[config.mk]
export PLATFORM = sky130hd
export DESIGN_NAME = sensor_frame_packer
export DESIGN_NICKNAME = d
export VERILOG_FILES = /design/src/rtl/sfp_pkg.sv /design/src/rtl/sfp_ram.sv /design/src/rtl/sfp_sequencer.sv /design/src/rtl/sfp_datapath.sv /design/src/rtl/sensor_frame_packer.sv
export SDC_FILE = /design/constraint.sdc
export NUM_CORES = 1
export LEC_CHECK = 0
export BUFFER_PORTS_ARGS = -buffer_cell sky130_fd_sc_hd__buf_4
export CAP_MARGIN = 20
export CORE_MARGIN = 10
export CORE_UTILIZATION = 45
export DETAILED_ROUTE_END_ITERATION = 16
export MAX_ROUTING_LAYER = met4
export PLACE_DENSITY_LB_ADDON = 0.05
export SYNTH_ARGS = -nofsm -noshare
export SYNTH_HDL_FRONTEND = slang
export SYNTH_SLANG_ARGS = --single-unit
[constraint.sdc]
create_clock -name clk -period 10.73 [get_ports clk]
set_input_delay 2.146 -clock clk [delete_from_list [all_inputs] [get_ports clk]]
set_output_delay 2.146 -clock clk [all_outputs]
set_load 0.1 [all_outputs]
[src/rtl/sfp_pkg.sv]
// Package for the sensor frame packer: command codes, frame byte sources,
// microcode word layout and the control program itself.
// Used by every module in rtl except sfp_ram; depends on nothing.
package sfp_pkg;

  // Width of the byte position field on the result channel.
  localparam int POS_W = 6;

  // Fill readings sent for off-board slots in single-board mode.
  localparam logic [15:0] PROX_FILL  = 16'd11111;
  localparam logic [15:0] FORCE_FILL = 16'd22222;

  // Request commands.
  typedef enum logic [2:0] {
    CMD_LOAD_PROX  = 3'd0,
    CMD_LOAD_FORCE = 3'd1,
    CMD_LOAD_GYRO  = 3'd2,
    CMD_LOAD_ACCEL = 3'd3,
    CMD_EMIT       = 3'd4
  } cmd_t;

  // Where the byte of a microcode step comes from.
  typedef enum logic [3:0] {
    SRC_NONE,
    SRC_PROX_HI,
    SRC_MID,
    SRC_FORCE_LO,
    SRC_IMU_HI,
    SRC_IMU_LO,
    SRC_ZERO,
    SRC_HEADER,
    SRC_SUM
  } src_t;

  // How the step counter moves on.
  typedef enum logic [2:0] {
    COND_NEXT,
    COND_PAIR_MORE,
    COND_AXIS_MORE,
    COND_JUMP,
    COND_DONE
  } cond_t;

  typedef logic [3:0] step_t;

  // Fixed program addresses.
  localparam step_t STEP_FETCH   = 4'd0;
  localparam step_t STEP_PROX_HI = 4'd1;
  localparam step_t STEP_MID     = 4'd2;
  localparam step_t STEP_FRC_LO  = 4'd3;
  localparam step_t STEP_IMU_HI  = 4'd4;
  localparam step_t STEP_IMU_LO  = 4'd5;
  localparam step_t STEP_PAD     = 4'd6;
  localparam step_t STEP_HEADER  = 4'd7;
  localparam step_t STEP_SUM     = 4'd8;

  // One control word.
  typedef struct packed {
    src_t  src;       // byte source, SRC_NONE for a step with no output
    logic  data;      // byte lies in the data region of the frame
    logic  rd;        // issue a read of the slot stores
    logic  inc_pair;  // step on to the next slot pair
    logic  inc_axis;  // step on to the next IMU axis
    cond_t cond;
    step_t target;
  } ucode_t;

  // Sequencer to datapath.
  typedef struct packed {
    logic   start;
    logic   fire;
    ucode_t uw;
  } seq_ctrl_t;

  // Datapath to sequencer.
  typedef struct packed {
    logic pair_last;
    logic axis_last;
    logic data_last;
    logic out_free;
  } dp_stat_t;

  // A load request passed from the top level to the stores.
  typedef struct packed {
    logic        en;
    logic [2:0]  cmd;
    logic [4:0]  slot;
    logic [15:0] sample;
  } load_req_t;

  // The frame program, one control word per step.
  function automatic ucode_t sfp_rom(input step_t step);
    ucode_t w;
    w = '{src: SRC_NONE, data: 1'b0, rd: 1'b0, inc_pair: 1'b0, inc_axis: 1'b0,
          cond: COND_DONE, target: STEP_FETCH};
    unique case (step)
      STEP_FETCH: begin
        w.rd   = 1'b1;
        w.cond = COND_NEXT;
      end
      STEP_PROX_HI: begin
        w.src  = SRC_PROX_HI;
        w.data = 1'b1;
        w.cond = COND_NEXT;
      end
      STEP_MID: begin
        w.src  = SRC_MID;
        w.data = 1'b1;
        w.cond = COND_NEXT;
      end
      STEP_FRC_LO: begin
        w.src      = SRC_FORCE_LO;
        w.data     = 1'b1;
        w.rd       = 1'b1;
        w.inc_pair = 1'b1;
        w.cond     = COND_PAIR_MORE;
        w.target   = STEP_PROX_HI;
      end
      STEP_IMU_HI: begin
        w.src  = SRC_IMU_HI;
        w.data = 1'b1;
        w.cond = COND_NEXT;
      end
      STEP_IMU_LO: begin
        w.src      = SRC_IMU_LO;
        w.data     = 1'b1;
        w.inc_axis = 1'b1;
        w.cond     = COND_AXIS_MORE;
        w.target   = STEP_IMU_HI;
      end
      STEP_PAD: begin
        w.src    = SRC_ZERO;
        w.data   = 1'b1;
        w.cond   = COND_JUMP;
        w.target = STEP_PAD;
      end
      STEP_HEADER: begin
        w.src  = SRC_HEADER;
        w.cond = COND_NEXT;
      end
      STEP_SUM: begin
        w.src  = SRC_SUM;
        w.cond = COND_DONE;
      end
      default: begin
        w.cond = COND_DONE;
      end
    endcase
    return w;
  endfunction

endpackage

[src/rtl/sfp_ram.sv]
// Generic single-port-write, single-port-read RAM with registered read data.
// Depends on nothing.
module sfp_ram #(
  parameter int WIDTH = 12,
  parameter int DEPTH = 24
) (
  input  logic                     clk,
  input  logic                     we,
  input  logic [$clog2(DEPTH)-1:0] waddr,
  input  logic [WIDTH-1:0]         wdata,
  input  logic                     re,
  input  logic [$clog2(DEPTH)-1:0] raddr,
  output logic [WIDTH-1:0]         rdata
);

  logic [WIDTH-1:0] mem [DEPTH];

  // Write port.
  always_ff @(posedge clk) begin
    if (we) begin
      mem[waddr] <= wdata;
    end
  end

  // Read port; the data holds until the next read.
  always_ff @(posedge clk) begin
    if (re) begin
      rdata <= mem[raddr];
    end
  end

endmodule

[src/rtl/sfp_sequencer.sv]
// Microcode sequencer: step counter, control program lookup and jump logic.
// Depends on sfp_pkg.
module sfp_sequencer
  import sfp_pkg::*;
(
  input  logic      clk,
  input  logic      rst,
  input  logic      start,
  input  dp_stat_t  stat,
  output seq_ctrl_t ctrl,
  output logic      busy
);

  logic   running, running_next;
  step_t  step, step_next;
  ucode_t uw;
  logic   fire;

  assign uw   = sfp_rom(step);
  assign busy = running;

  // A step that emits a byte waits for room in the output register.
  assign fire = running && ((uw.src == SRC_NONE) || stat.out_free);

  assign ctrl = '{start: start, fire: fire, uw: uw};

  // Next step selection.
  always_comb begin
    running_next = running;
    step_next    = step;
    if (!running) begin
      if (start) begin
        running_next = 1'b1;
        step_next    = STEP_FETCH;
      end
    end else if (fire) begin
      if (uw.data && stat.data_last) begin
        // The data region is full: go straight to the header.
        step_next = STEP_HEADER;
      end else begin
        unique case (uw.cond)
          COND_NEXT:      step_next = step + 4'd1;
          COND_PAIR_MORE: step_next = stat.pair_last ? step + 4'd1 : uw.target;
          COND_AXIS_MORE: step_next = stat.axis_last ? step + 4'd1 : uw.target;
          COND_JUMP:      step_next = uw.target;
          COND_DONE:      running_next = 1'b0;
          default:        running_next = 1'b0;
        endcase
      end
    end
  end

  // Step counter and run flag.
  always_ff @(posedge clk) begin
    if (rst) begin
      running <= 1'b0;
      step    <= STEP_FETCH;
    end else begin
      running <= running_next;
      step    <= step_next;
    end
  end

endmodule

[src/rtl/sfp_datapath.sv]
// Datapath of the frame packer: reading stores, IMU words, frame counters,
// byte selection, checksum and the result output register.
// Depends on sfp_pkg and sfp_ram.
module sfp_datapath
  import sfp_pkg::*;
#(
  parameter int SENSOR_SLOTS   = 24,
  parameter int LOCAL_CHANNELS = 8,
  parameter int IMU_AXES       = 3,
  parameter int FRAME_BYTES    = 44
) (
  input  logic             clk,
  input  logic             rst,
  input  logic             board_mode,
  input  load_req_t        ld,
  input  seq_ctrl_t        ctrl,
  output dp_stat_t         stat,
  output logic             out_valid,
  input  logic             out_stall,
  output logic [7:0]       frame_byte,
  output logic [POS_W-1:0] byte_position,
  output logic             frame_last
);

  localparam int PAIRS = SENSOR_SLOTS / 2;
  localparam int SLOT_W = $clog2(SENSOR_SLOTS);
  localparam int AX_W = (IMU_AXES > 1) ? $clog2(IMU_AXES) : 1;

  logic [SLOT_W-1:0] pair;
  logic [AX_W-1:0]   axis;
  logic [POS_W-1:0]  pos;
  logic [7:0]        odd_sum;
  logic              half;

  logic [15:0] gyro  [IMU_AXES];
  logic [15:0] accel [IMU_AXES];
  logic [SENSOR_SLOTS-1:0] prox_vld, force_vld;

  logic [11:0]       prox_rd, force_rd;
  logic              prox_ok, force_ok, fill;
  logic              rd_en;
  logic [SLOT_W-1:0] rd_addr, ld_addr;
  logic              ld_prox, ld_force, ld_slot_ok, ld_axis_ok;
  logic [AX_W-1:0]   ld_axis;
  logic [11:0]       prox_eff, force_eff;
  logic [15:0]       imu_word;
  logic [7:0]        byte_val;
  logic              emit;

  // Load decode.
  assign ld_slot_ok = 32'(ld.slot) < SENSOR_SLOTS;
  assign ld_axis_ok = 32'(ld.slot) < IMU_AXES;
  assign ld_addr    = SLOT_W'(ld.slot);
  assign ld_axis    = AX_W'(ld.slot);
  assign ld_prox    = ld.en && (ld.cmd == CMD_LOAD_PROX) && ld_slot_ok;
  assign ld_force   = ld.en && (ld.cmd == CMD_LOAD_FORCE) && ld_slot_ok;

  // Status back to the sequencer.
  assign stat.pair_last = pair == SLOT_W'(PAIRS - 1);
  assign stat.axis_last = axis == AX_W'(IMU_AXES - 1);
  assign stat.data_last = pos == POS_W'(FRAME_BYTES - 3);
  assign stat.out_free  = !out_valid || !out_stall;

  // Slot read: the current pair, or the next one when a pair is finishing.
  assign rd_en = ctrl.fire && ctrl.uw.rd && !(ctrl.uw.inc_pair && stat.pair_last);
  assign rd_addr = (half ? SLOT_W'(PAIRS) : '0) +
                   (ctrl.uw.inc_pair ? pair + SLOT_W'(1) : pair);

  sfp_ram #(.WIDTH(12), .DEPTH(SENSOR_SLOTS)) u_prox_ram (
    .clk   (clk),
    .we    (ld_prox),
    .waddr (ld_addr),
    .wdata (ld.sample[11:0]),
    .re    (rd_en),
    .raddr (rd_addr),
    .rdata (prox_rd)
  );

  sfp_ram #(.WIDTH(12), .DEPTH(SENSOR_SLOTS)) u_force_ram (
    .clk   (clk),
    .we    (ld_force),
    .waddr (ld_addr),
    .wdata (ld.sample[11:0]),
    .re    (rd_en),
    .raddr (rd_addr),
    .rdata (force_rd)
  );

  // Written flags for the slot stores; an unwritten slot reads as zero.
  always_ff @(posedge clk) begin
    if (rst) begin
      prox_vld  <= '0;
      force_vld <= '0;
    end else begin
      if (ld_prox) begin
        prox_vld[ld_addr] <= 1'b1;
      end
      if (ld_force) begin
        force_vld[ld_addr] <= 1'b1;
      end
    end
  end

  // Flags registered alongside the read data.
  always_ff @(posedge clk) begin
    if (rst) begin
      prox_ok  <= 1'b0;
      force_ok <= 1'b0;
      fill     <= 1'b0;
    end else if (rd_en) begin
      prox_ok  <= prox_vld[rd_addr];
      force_ok <= force_vld[rd_addr];
      fill     <= !board_mode && (32'(rd_addr) >= LOCAL_CHANNELS);
    end
  end

  // IMU word registers.
  always_ff @(posedge clk) begin
    if (rst) begin
      for (int i = 0; i < IMU_AXES; i++) begin
        gyro[i]  <= '0;
        accel[i] <= '0;
      end
    end else if (ld.en && ld_axis_ok) begin
      if (ld.cmd == CMD_LOAD_GYRO) begin
        gyro[ld_axis] <= ld.sample;
      end
      if (ld.cmd == CMD_LOAD_ACCEL) begin
        accel[ld_axis] <= ld.sample;
      end
    end
  end

  // Effective readings and the byte of the current step.
  assign prox_eff  = fill ? PROX_FILL[11:0] : (prox_ok ? prox_rd : 12'd0);
  assign force_eff = fill ? FORCE_FILL[11:0] : (force_ok ? force_rd : 12'd0);
  assign imu_word  = half ? accel[axis] : gyro[axis];

  always_comb begin
    case (ctrl.uw.src)
      SRC_PROX_HI:  byte_val = prox_eff[11:4];
      SRC_MID:      byte_val = {prox_eff[3:0], force_eff[11:8]};
      SRC_FORCE_LO: byte_val = force_eff[7:0];
      SRC_IMU_HI:   byte_val = imu_word[15:8];
      SRC_IMU_LO:   byte_val = imu_word[7:0];
      SRC_HEADER:   byte_val = {3'b000, board_mode, 3'b000, half};
      SRC_SUM:      byte_val = odd_sum;
      default:      byte_val = 8'd0;
    endcase
  end

  assign emit = ctrl.fire && (ctrl.uw.src != SRC_NONE);

  // Frame counters, checksum and the half toggle.
  always_ff @(posedge clk) begin
    if (rst) begin
      pair    <= '0;
      axis    <= '0;
      pos     <= '0;
      odd_sum <= '0;
      half    <= 1'b0;
    end else if (ctrl.start) begin
      pair    <= '0;
      axis    <= '0;
      pos     <= '0;
      odd_sum <= '0;
    end else if (ctrl.fire) begin
      if (ctrl.uw.inc_pair && !stat.pair_last) begin
        pair <= pair + SLOT_W'(1);
      end
      if (ctrl.uw.inc_axis && !stat.axis_last) begin
        axis <= axis + AX_W'(1);
      end
      if (emit) begin
        pos <= pos + POS_W'(1);
      end
      if (ctrl.uw.data && pos[0]) begin
        odd_sum <= odd_sum + byte_val;
      end
      if (ctrl.uw.src == SRC_SUM) begin
        half <= !half;
      end
    end
  end

  // Result output register.
  always_ff @(posedge clk) begin
    if (rst) begin
      out_valid <= 1'b0;
    end else if (emit) begin
      out_valid <= 1'b1;
    end else if (!out_stall) begin
      out_valid <= 1'b0;
    end
  end

  always_ff @(posedge clk) begin
    if (emit) begin
      frame_byte    <= byte_val;
      byte_position <= pos;
      frame_last    <= ctrl.uw.src == SRC_SUM;
    end
  end

endmodule

[src/rtl/sensor_frame_packer.sv]
// Top level of the sensor frame packer: request decode, board mode register,
// sequencer and datapath. Depends on sfp_pkg, sfp_sequencer and sfp_datapath.
//
//  channel   handshake              payload
//  request   in_valid/in_stall      cmd[2:0], slot[4:0], sample[15:0]
//  result    out_valid/out_stall    frame_byte[7:0], byte_position[5:0], frame_last
//  config    cfg_we                 cfg_data (board mode)
//
// A load request does not raise in_stall. An emit request holds in_stall high
// until the frame is sent, so the next request is taken only after that: first
// the slot store read, then one frame byte per step of the microcode program.
// Reset is synchronous and clears the stores to zero through written flags.
// Output stalls hold the sequencer on the step that waits to emit; requests
// are stalled while a frame is being sent.
module sensor_frame_packer
  import sfp_pkg::*;
#(
  parameter int SENSOR_SLOTS   = 24,
  parameter int LOCAL_CHANNELS = 8,
  parameter int IMU_AXES       = 3,
  parameter int FRAME_BYTES    = 44
) (
  input  logic             clk,
  input  logic             rst,
  input  logic             cfg_we,
  input  logic             cfg_data,
  input  logic             in_valid,
  output logic             in_stall,
  input  logic [2:0]       cmd,
  input  logic [4:0]       slot,
  input  logic [15:0]      sample,
  output logic             out_valid,
  input  logic             out_stall,
  output logic [7:0]       frame_byte,
  output logic [POS_W-1:0] byte_position,
  output logic             frame_last
);

  logic      board_mode;
  logic      busy;
  logic      accept;
  logic      start;
  load_req_t ld;
  seq_ctrl_t ctrl;
  dp_stat_t  stat;

  // Board mode register.
  always_ff @(posedge clk) begin
    if (rst) begin
      board_mode <= 1'b0;
    end else if (cfg_we) begin
      board_mode <= cfg_data;
    end
  end

  // Request decode.
  assign in_stall = busy;
  assign accept   = in_valid && !busy;
  assign start    = accept && (cmd == CMD_EMIT);
  assign ld       = '{en: accept, cmd: cmd, slot: slot, sample: sample};

  sfp_sequencer u_seq (
    .clk   (clk),
    .rst   (rst),
    .start (start),
    .stat  (stat),
    .ctrl  (ctrl),
    .busy  (busy)
  );

  sfp_datapath #(
    .SENSOR_SLOTS   (SENSOR_SLOTS),
    .LOCAL_CHANNELS (LOCAL_CHANNELS),
    .IMU_AXES       (IMU_AXES),
    .FRAME_BYTES    (FRAME_BYTES)
  ) u_dp (
    .clk           (clk),
    .rst           (rst),
    .board_mode    (board_mode),
    .ld            (ld),
    .ctrl          (ctrl),
    .stat          (stat),
    .out_valid     (out_valid),
    .out_stall     (out_stall),
    .frame_byte    (frame_byte),
    .byte_position (byte_position),
    .frame_last    (frame_last)
  );

endmodule
==> results.md, run 1 <==
* Number of global-route vias before repair at around 19000
* Max Fclk at between 0.15 and 0.2 GHz
* Area of the mapped netlist at between 0.03 and 0.04 mm2
* Final Cycle Share at 47.9%
* Compound-Gate Fraction of Synth Area at roughly 4.9%
* Slew HR at 27.2%
* Fill count at ~6100
* Fin crit period at around 5.1 ns
* Final hold vios at 0
* Final hold slack at 0.470 ns
* RSZ-0062 raised after global routing: false
* Clock-pin transition on the worst setup and hold timing paths at ~0.06 ns
* Max IR drop VDD at roughly 0.14 mV
* Synth async-reset ratio at 0%
* Hpwl dp at about 54 mm
* Setup Fix Bufs, Post-CTS at 0
* Crit start category: flop
* Synth Area in XOR/XNOR at 0.655%
* Required time of the critical path at about 11 ns
* Chip height at ~300 um
* ANT nets after route at 0
* Skew final at roughly 0.014 ns
* Layout Cell Area excl Fill at 0.0381 mm2
* Hold path startpoint: u_dp.prox_vld[16]
* Post-detailed-route wirelength per cell at between 20 and 30 um
* Final core utilization at a little over half
* Hold Path Class: flop to flop
* Crit. End Element: flop
* CTS Buffer Depth at 3
* H-tree depth reported by CTS at 3
* Num rows at 99
* Synth top area share at 67.2%
* Chip width at about 300 um
* Synth area leaders: edfxtp_1 67%, mux4_2 5.9%, dfxtp_1 4.9%
* Post-route setup TNS at 0 ns
* DRT iter0 DRCs at between 1500 and 2000
* Cell accounting for the most synthesized area: edfxtp_1
* Register area share after synthesis at 72.1%
* Detailed-router iteration count before antenna repair at 7
* Worst Hold Depth at 2
* Slew Limit Fails at 0
* Post-Route WL at approximately 90 mm
* Reg-to-reg slack, setup at 5.59 ns
* Initial Utilization at between 40% and 50%
* Status: completed
* Worst r2r dst: u_dp.u_prox_ram.rdata[5]
* Worst path arrival time at approximately 5.5 ns
* Root Buffer: clkbuf_16
* Synth unique cells at just under 70
* Worst reg-to-reg path cell count at 12
* #FFs+latches synth at ~830
* Mux contribution to synthesized area at under 10%
* YS warnings at 0
* Multi-input logic area at 0.00889 mm2
* Avg Synthesized Cell Area at around 15 um2
* Vias per cell at 5.72
* Sequence of cells on the critical path: ha_1 > nor3b_4 > nand2_1 > xnor2_1 > ha_2 > inv_1 > fa_1 > xor2_1 > xnor2_1 > inv_1 > o21ai_1 > nand3_1
* Worst skew pair latency at roughly 0.64 ns
* Port bufs at 46
* Register area at 0.0240 mm2
* Gr usage total at between 20 and 25%
* Post_cts resized at 0
* Worst path slowest cell: inv_1
* Area grow syn2layout at 14.6%
* Biggest cell delay along the critical path at roughly 0.74 ns
* Core area at approximately 0.073 mm2
* Number of synthesized flops with an enable pin at approximately 740
* Antenna violations before repair at 2
* First-pass GRT wire length at 131 mm
* Die area at ~0.085 mm2
* Setup CP Type: flop to flop
* Adder-Cell Fraction of Synth Area at 0.723%
* Share of layout cells above drive strength 1 at 15.6%
* Pin count of the biggest net entering global routing at about 140
* Post-cts hold buffer count at 0
* Main synth FF type: edfxtp_1
* Max-cap violations at 0
* Inserted Clock Buffers at slightly below 90
* Vias at 19300
* IO Pins at 47
* P_leak at between 10 and 15 nW
* Nets at between 2000 and 2500
* Setup-failing EPs final at 0
* Synth Instances at 2234
* Slew @ Worst Pin at between 1 and 1.5 ns
* TritonCTS clock tree: built
* Post-place instance area at 0.0348 mm2
* Simple-Gate Fraction of Synth Area at roughly an eighth
* Gpl congestion at roughly 0.89
* Reg-to-Reg Start: u_seq.step[1]
* CP Buf/Inv Count at 2
* Final Total Pwr at ~6.8 mW
* Pwr Density at ~180 mW/mm2
* CP delay by family, top: XOR/XNOR gates
* Gr ovfl total at 0
* WHS Endpoint: u_dp.prox_vld[16]
* Worst Path Max Fanout at 25
* Largest family of logic cells by synthesized area: simple AND/OR/NAND/NOR gates
* Sink Count at just over 800
* DRC Markers at 0
state kept, by name (all words and copies together) (netlist names), 2 cells and up, named ones only:
name / cells
u_dp.accel: 64
u_dp.force_vld: 24
u_dp.prox_vld: 24
u_dp.pair: 5
u_dp.u_prox_ram.mem: 288
u_dp.u_prox_ram.rdata: 12
u_dp.axis: 2
u_dp.u_force_ram.rdata: 12
u_dp.pos: 6
u_dp.byte_position: 6
u_dp.odd_sum: 8
u_seq.step: 4
u_dp.frame_byte: 8
u_dp.gyro: 64
u_dp.u_force_ram.mem: 288
how the worst max path moves through the flow:
| stage | start | end | slack (ns) | cells after the start |
|---|---|---|---|---|
| 6_report | u_seq.step[1] | u_dp.u_prox_ram.rdata[5] | 5.59 | 12 |
| 2_1_floorplan | out_stall | u_dp.fill | 5.68 | 5 |
| 3_5_place_dp | cmd[2] | u_dp.u_force_ram.mem[11][5] | 5.42 | 6 |
| 3_3_place_gp | u_dp.half | u_dp.force_ok | 5.42 | 8 |
| 4_1_cts | u_seq.step[1] | u_dp.u_force_ram.rdata[7] | 5.69 | 11 |
| 5_1_grt | u_seq.step[1] | u_dp.u_prox_ram.rdata[5] | 5.32 | 12 |
per-stage QoR:
step	worst slack [ns]	std cells
3_5_place_dp	5.42	3188
5_1_grt	5.32	3374
2_1_floorplan	5.68	2265
3_3_place_gp	5.42	3177
6_report	5.59	3374
4_1_cts	5.69	3351
worst register-to-register path: cells and delay by family, from the launching register on:
| family | cells | cell delay [ns] |
|---|---|---|
| compound gates | 1 | 0.58 |
| fa+ha+maj | 3 | 0.95 |
| flops | 1 | 0.59 |
| simple gates | 3 | 0.95 |
| buf+inv | 2 | 0.79 |
| xor+xnor | 3 | 0.99 |
final cells by class:
cell class / instances / area share (%)
clock inverter: 43 / 1.36
tap: 959 / 3.15
timing repair buffer: 115 / 2.48
multi-input combinational: 1298 / 23.3
antenna: 1 / 0.00657
sequential: 825 / 62.9
inverter: 13 / 0.128
clock buffer: 120 / 6.58
layer usage:
layer / track usage (%) / wire, um / vias to the layer above
li1: - / - / 8630
met1: 28.2 / 38300 / 9828
met2: 33.8 / 43000 / 682
met3: 4.10 / 6210 / 148
met4: 5.93 / 2420 / 0
met5: - / 0 / -
report_power, final:
part / switching, mW / internal, mW / leakage [nW]
logic: 0.0964 / 0.0193 / 4.03
registers: 0.00861 / 3.52 / 7.57
clock network: 1.24 / 1.92 / 1.49
total: 1.35 / 5.46 / 13.1
kinds of logic (layout without fill, tap and decap cells):
logic type | count (synthesis) | in the layout
adder cells (fa/ha/maj) | 18 | 18
XOR/XNOR | 24 | 24
flip-flops | 825 | 825
buffers and inverters | 142 | 291
multiplexers | 155 | 155
other | 1 | 33
AND/OR/NAND/NOR | 852 | 852
AO/OA/AOI/OAI | 217 | 217
Yosys cell counts, types with 17 or more instances:
master / count
a211oi_1: 23
a21oi_1: 30
a311oi_1: 19
a32oi_1: 41
and2_1: 129
buf_2: 35
clkbuf_1: 84
dfxtp_1: 82
edfxtp_1: 743
mux2i_1: 68
mux4_2: 87
nand2_1: 338
nand3_1: 118
nand4_1: 32
nor2_1: 173
o2111ai_1: 20
o21ai_0: 18
o21ai_1: 17
cell usage in the layout, fill, tap and decap left out, types with 20 or more instances in the layout:
cell type / synthesis / final
a211oi_1: 23 / 22
o2111ai_1: 20 / 20
a32oi_1: 41 / 41
conb_1: 1 / 32
nand2_1: 338 / 338
nand4_1: 32 / 32
edfxtp_1: 743 / 743
dfxtp_1: 82 / 81
mux4_2: 87 / 87
a21oi_1: 30 / 30
mux2i_1: 68 / 67
buf_4: 1 / 99
clkbuf_16: 0 / 91
nand3_1: 118 / 118
and2_1: 129 / 129
nor2_1: 173 / 172
Note: power is estimated with default switching activity, not from simulation.
==> run 2, diff against run 1 <==
==> constraint.sdc (replaced) <==
create_clock -name clk -period 4.63 [get_ports clk]
set_input_delay 0.926 -clock clk [delete_from_list [all_inputs] [get_ports clk]]
set_output_delay 0.926 -clock clk [all_outputs]
set_load 0.1 [all_outputs]
==> run 2 against run 1 <==
- clock power up 110%
- critical endpoint is now u_dp.odd_sum[7]
- clock skew up 0.015 ns
- design area about the same
- largest cell class unchanged
- setup slack worse by 5.0 ns
- largest power group unchanged
- core utilization about the same
- critical path depth up 5
- sequential power up 130%
- via count up 0.33%
==> results.md, run 2 (same netlist as run 1, synthesis figures left out) <==
* Status: completed
* Core area at approximately 0.073 mm2
* CTS Buffer Depth at 3
* Slew HR at about a third
* Worst path slowest cell: dfxtp_2
* Setup-failing EPs final at 0
* Fill count at approximately 6200
* Psw at 3.05 mW
* Hold path startpoint: u_dp.force_vld[8]
* IO Pins at 47
* Max Fclk at about 0.25 GHz
* Internal power at 12.0 mW
* Worst Hold Depth at 2
* Required time of the critical path at ~5.2 ns
* Reg-to-Reg Start: u_seq.step[1]
* Root Buffer: clkbuf_16
* Post_cts resized at 0
* Clock-pin transition on the worst setup and hold timing paths at around 0.06 ns
* Initial Utilization at 45.5%
* First-pass GRT wire length at about 130 mm
* TritonCTS clock tree: built
* Vias per cell at around 5.7
* Sequential power share at 54.4%
* Gr ovfl total at 0
* Final hold vios at 0
* Hold Path Class: flop to flop
* Post-cts hold buffer count at 0
* Skew final at between 0.02 and 0.03 ns
* Nets at 2431
* Die area at approximately 0.085 mm2
* ANT nets after route at 0
* RSZ-0062 raised after global routing: false
* Comb pwr share at about 1.6%
* Post-route setup TNS at 0 ns
* Setup CP Type: flop to flop
* Detailed-router iteration count before antenna repair at 7
* Setup Fix Bufs, Post-CTS at 0
* Final Cycle Share at roughly 87%
* H-tree depth reported by CTS at 3
* Area grow syn2layout at 14.6%
* Commonest non-fill, non-tap cell in the layout: edfxtp_1
* Sequence of cells on the critical path: inv_1 > ha_1 > or2_2 > nand3_1 > o21ai_0 > a31oi_1 > nand3_1 > a21oi_1 > o21ai_0 > ha_1 > a21oi_1 > nor2b_1 > o31a_1 > o41ai_1 > xnor2_1 > or3_1 > a21oi_1
* P_leak at about 13 nW
* DRT iter0 DRCs at 1706
* Slew @ Worst Pin at 0.976 ns
* DRC Markers at 0
* Most common cell type on the critical path: a21oi_1
* Gr usage total at a little over a fifth
* Antenna violations before repair at 1
* Worst skew pair latency at between 0.6 and 0.7 ns
* Worst path arrival time at between 4 and 5 ns
* Slew Limit Fails at 0
* Vias at 19400
* Fin crit period at 4.03 ns
* Pin count of the biggest net entering global routing at approximately 70
* Crit. End Element: flop
* Gpl congestion at 0.876
* Most frequent cells in the layout: 743 x edfxtp_1, 338 x nand2_1, 172 x nor2_1
* Max IR drop VDD at between 0.3 and 0.4 mV
* Worst Path Max Fanout at 14
* Sink Count at 825
* Final core utilization at a little over half
* Share of layout cells above drive strength 1 at between 10% and 20%
* Biggest cell delay along the critical path at 0.48 ns
* Port bufs at between 40 and 50
* Number of global-route vias before repair at around 19000
* Clock power share at between 40 and 50%
* Worst reg-to-reg path cell count at 17
* Post-Route WL at 88.4 mm
* Num rows at 99
* Top flop regs: u_dp.u_force_ram.mem x288, u_dp.u_prox_ram.mem x288
* Chip width at around 290 um
* Diode count at 0
* Max-cap violations at 0
* Fraction of power spent switching nets at ~20%
* Inserted Clock Buffers at 86
* Chip height at a little under 300 um
* CP Launch Point: u_seq.step[1]
* Hpwl dp at around 56 mm
* Crit start category: flop
* Pwr Density at ~390 mW/mm2
* Post-detailed-route wirelength per cell at between 20 and 30 um
run 2: cell count changes in the layout (fill, tap and decap cells not counted), sizes merged:
cell and delta:
bufinv -10, diode -1, clkinv -1, inv -1, buf +44, clkbuf +8
clkinvlp +1
run 2: area by class of cell:
type                       instances  area [um2]  share of cell area, %
sequential                       825       24000                   62.9
multi-input combinational       1298        8890                   23.3
clock buffer                     128        2450                   6.45
timing repair buffer             159        1320                   3.46
tap                              959        1200                   3.15
clock inverter                    32         219                  0.575
inverter                          13        48.8                  0.128
run 2: metal layers:
metal / track usage, % / vias up / part of all wire [%]
met5: - / - / 0
met3: 3.72 / 135 / 5.9
met2: 31.3 / 566 / 45
met4: 5.48 / 0 / 2.4
li1: - / 8727 / -
met1: 30.2 / 9923 / 46
run 2: critical path: cells and delay by family (launching register included):
kind,cells,cell delay [ns]
compound gates,8,1.45
simple gates,5,1.12
fa+ha+maj,2,0.61
flops,1,0.48
buf+inv,1,0.16
xor+xnor,1,0.12
run 2: metrics by stage:
stage	power [mW]	worst slack [ns]	hold slack, ns	instances	cell area [um2]
after floorplan	8.40	0.649	0.440	2265	33300
after global placement	8.58	0.515	0.451	3254	35400
after detailed placement	8.59	0.510	0.459	3254	35400
after CTS	15.2	0.471	0.472	3414	38100
after global routing	15.5	0.0893	0.495	3414	38100
final	15.0	0.599	0.471	3414	38100
run 2: final timing paths:
kind                       endpoint  slack, ns
hold reg to reg   u_dp.force_vld[8]       0.47
hold / removal    u_dp.force_vld[8]       0.47
setup / recovery    u_dp.odd_sum[7]       0.60
setup reg to reg    u_dp.odd_sum[7]       0.60
run 2: power by group through the flow:
stage                     Sequential [mW]  Clock (mW)  Combinational (mW)
after floorplan                      8.33           0              0.0721
after global placement               8.34           0               0.242
after detailed placement             8.34           0               0.249
after CTS                            8.18        6.73               0.250
after global routing                 8.18        7.02               0.268
final                                8.19        6.60               0.247
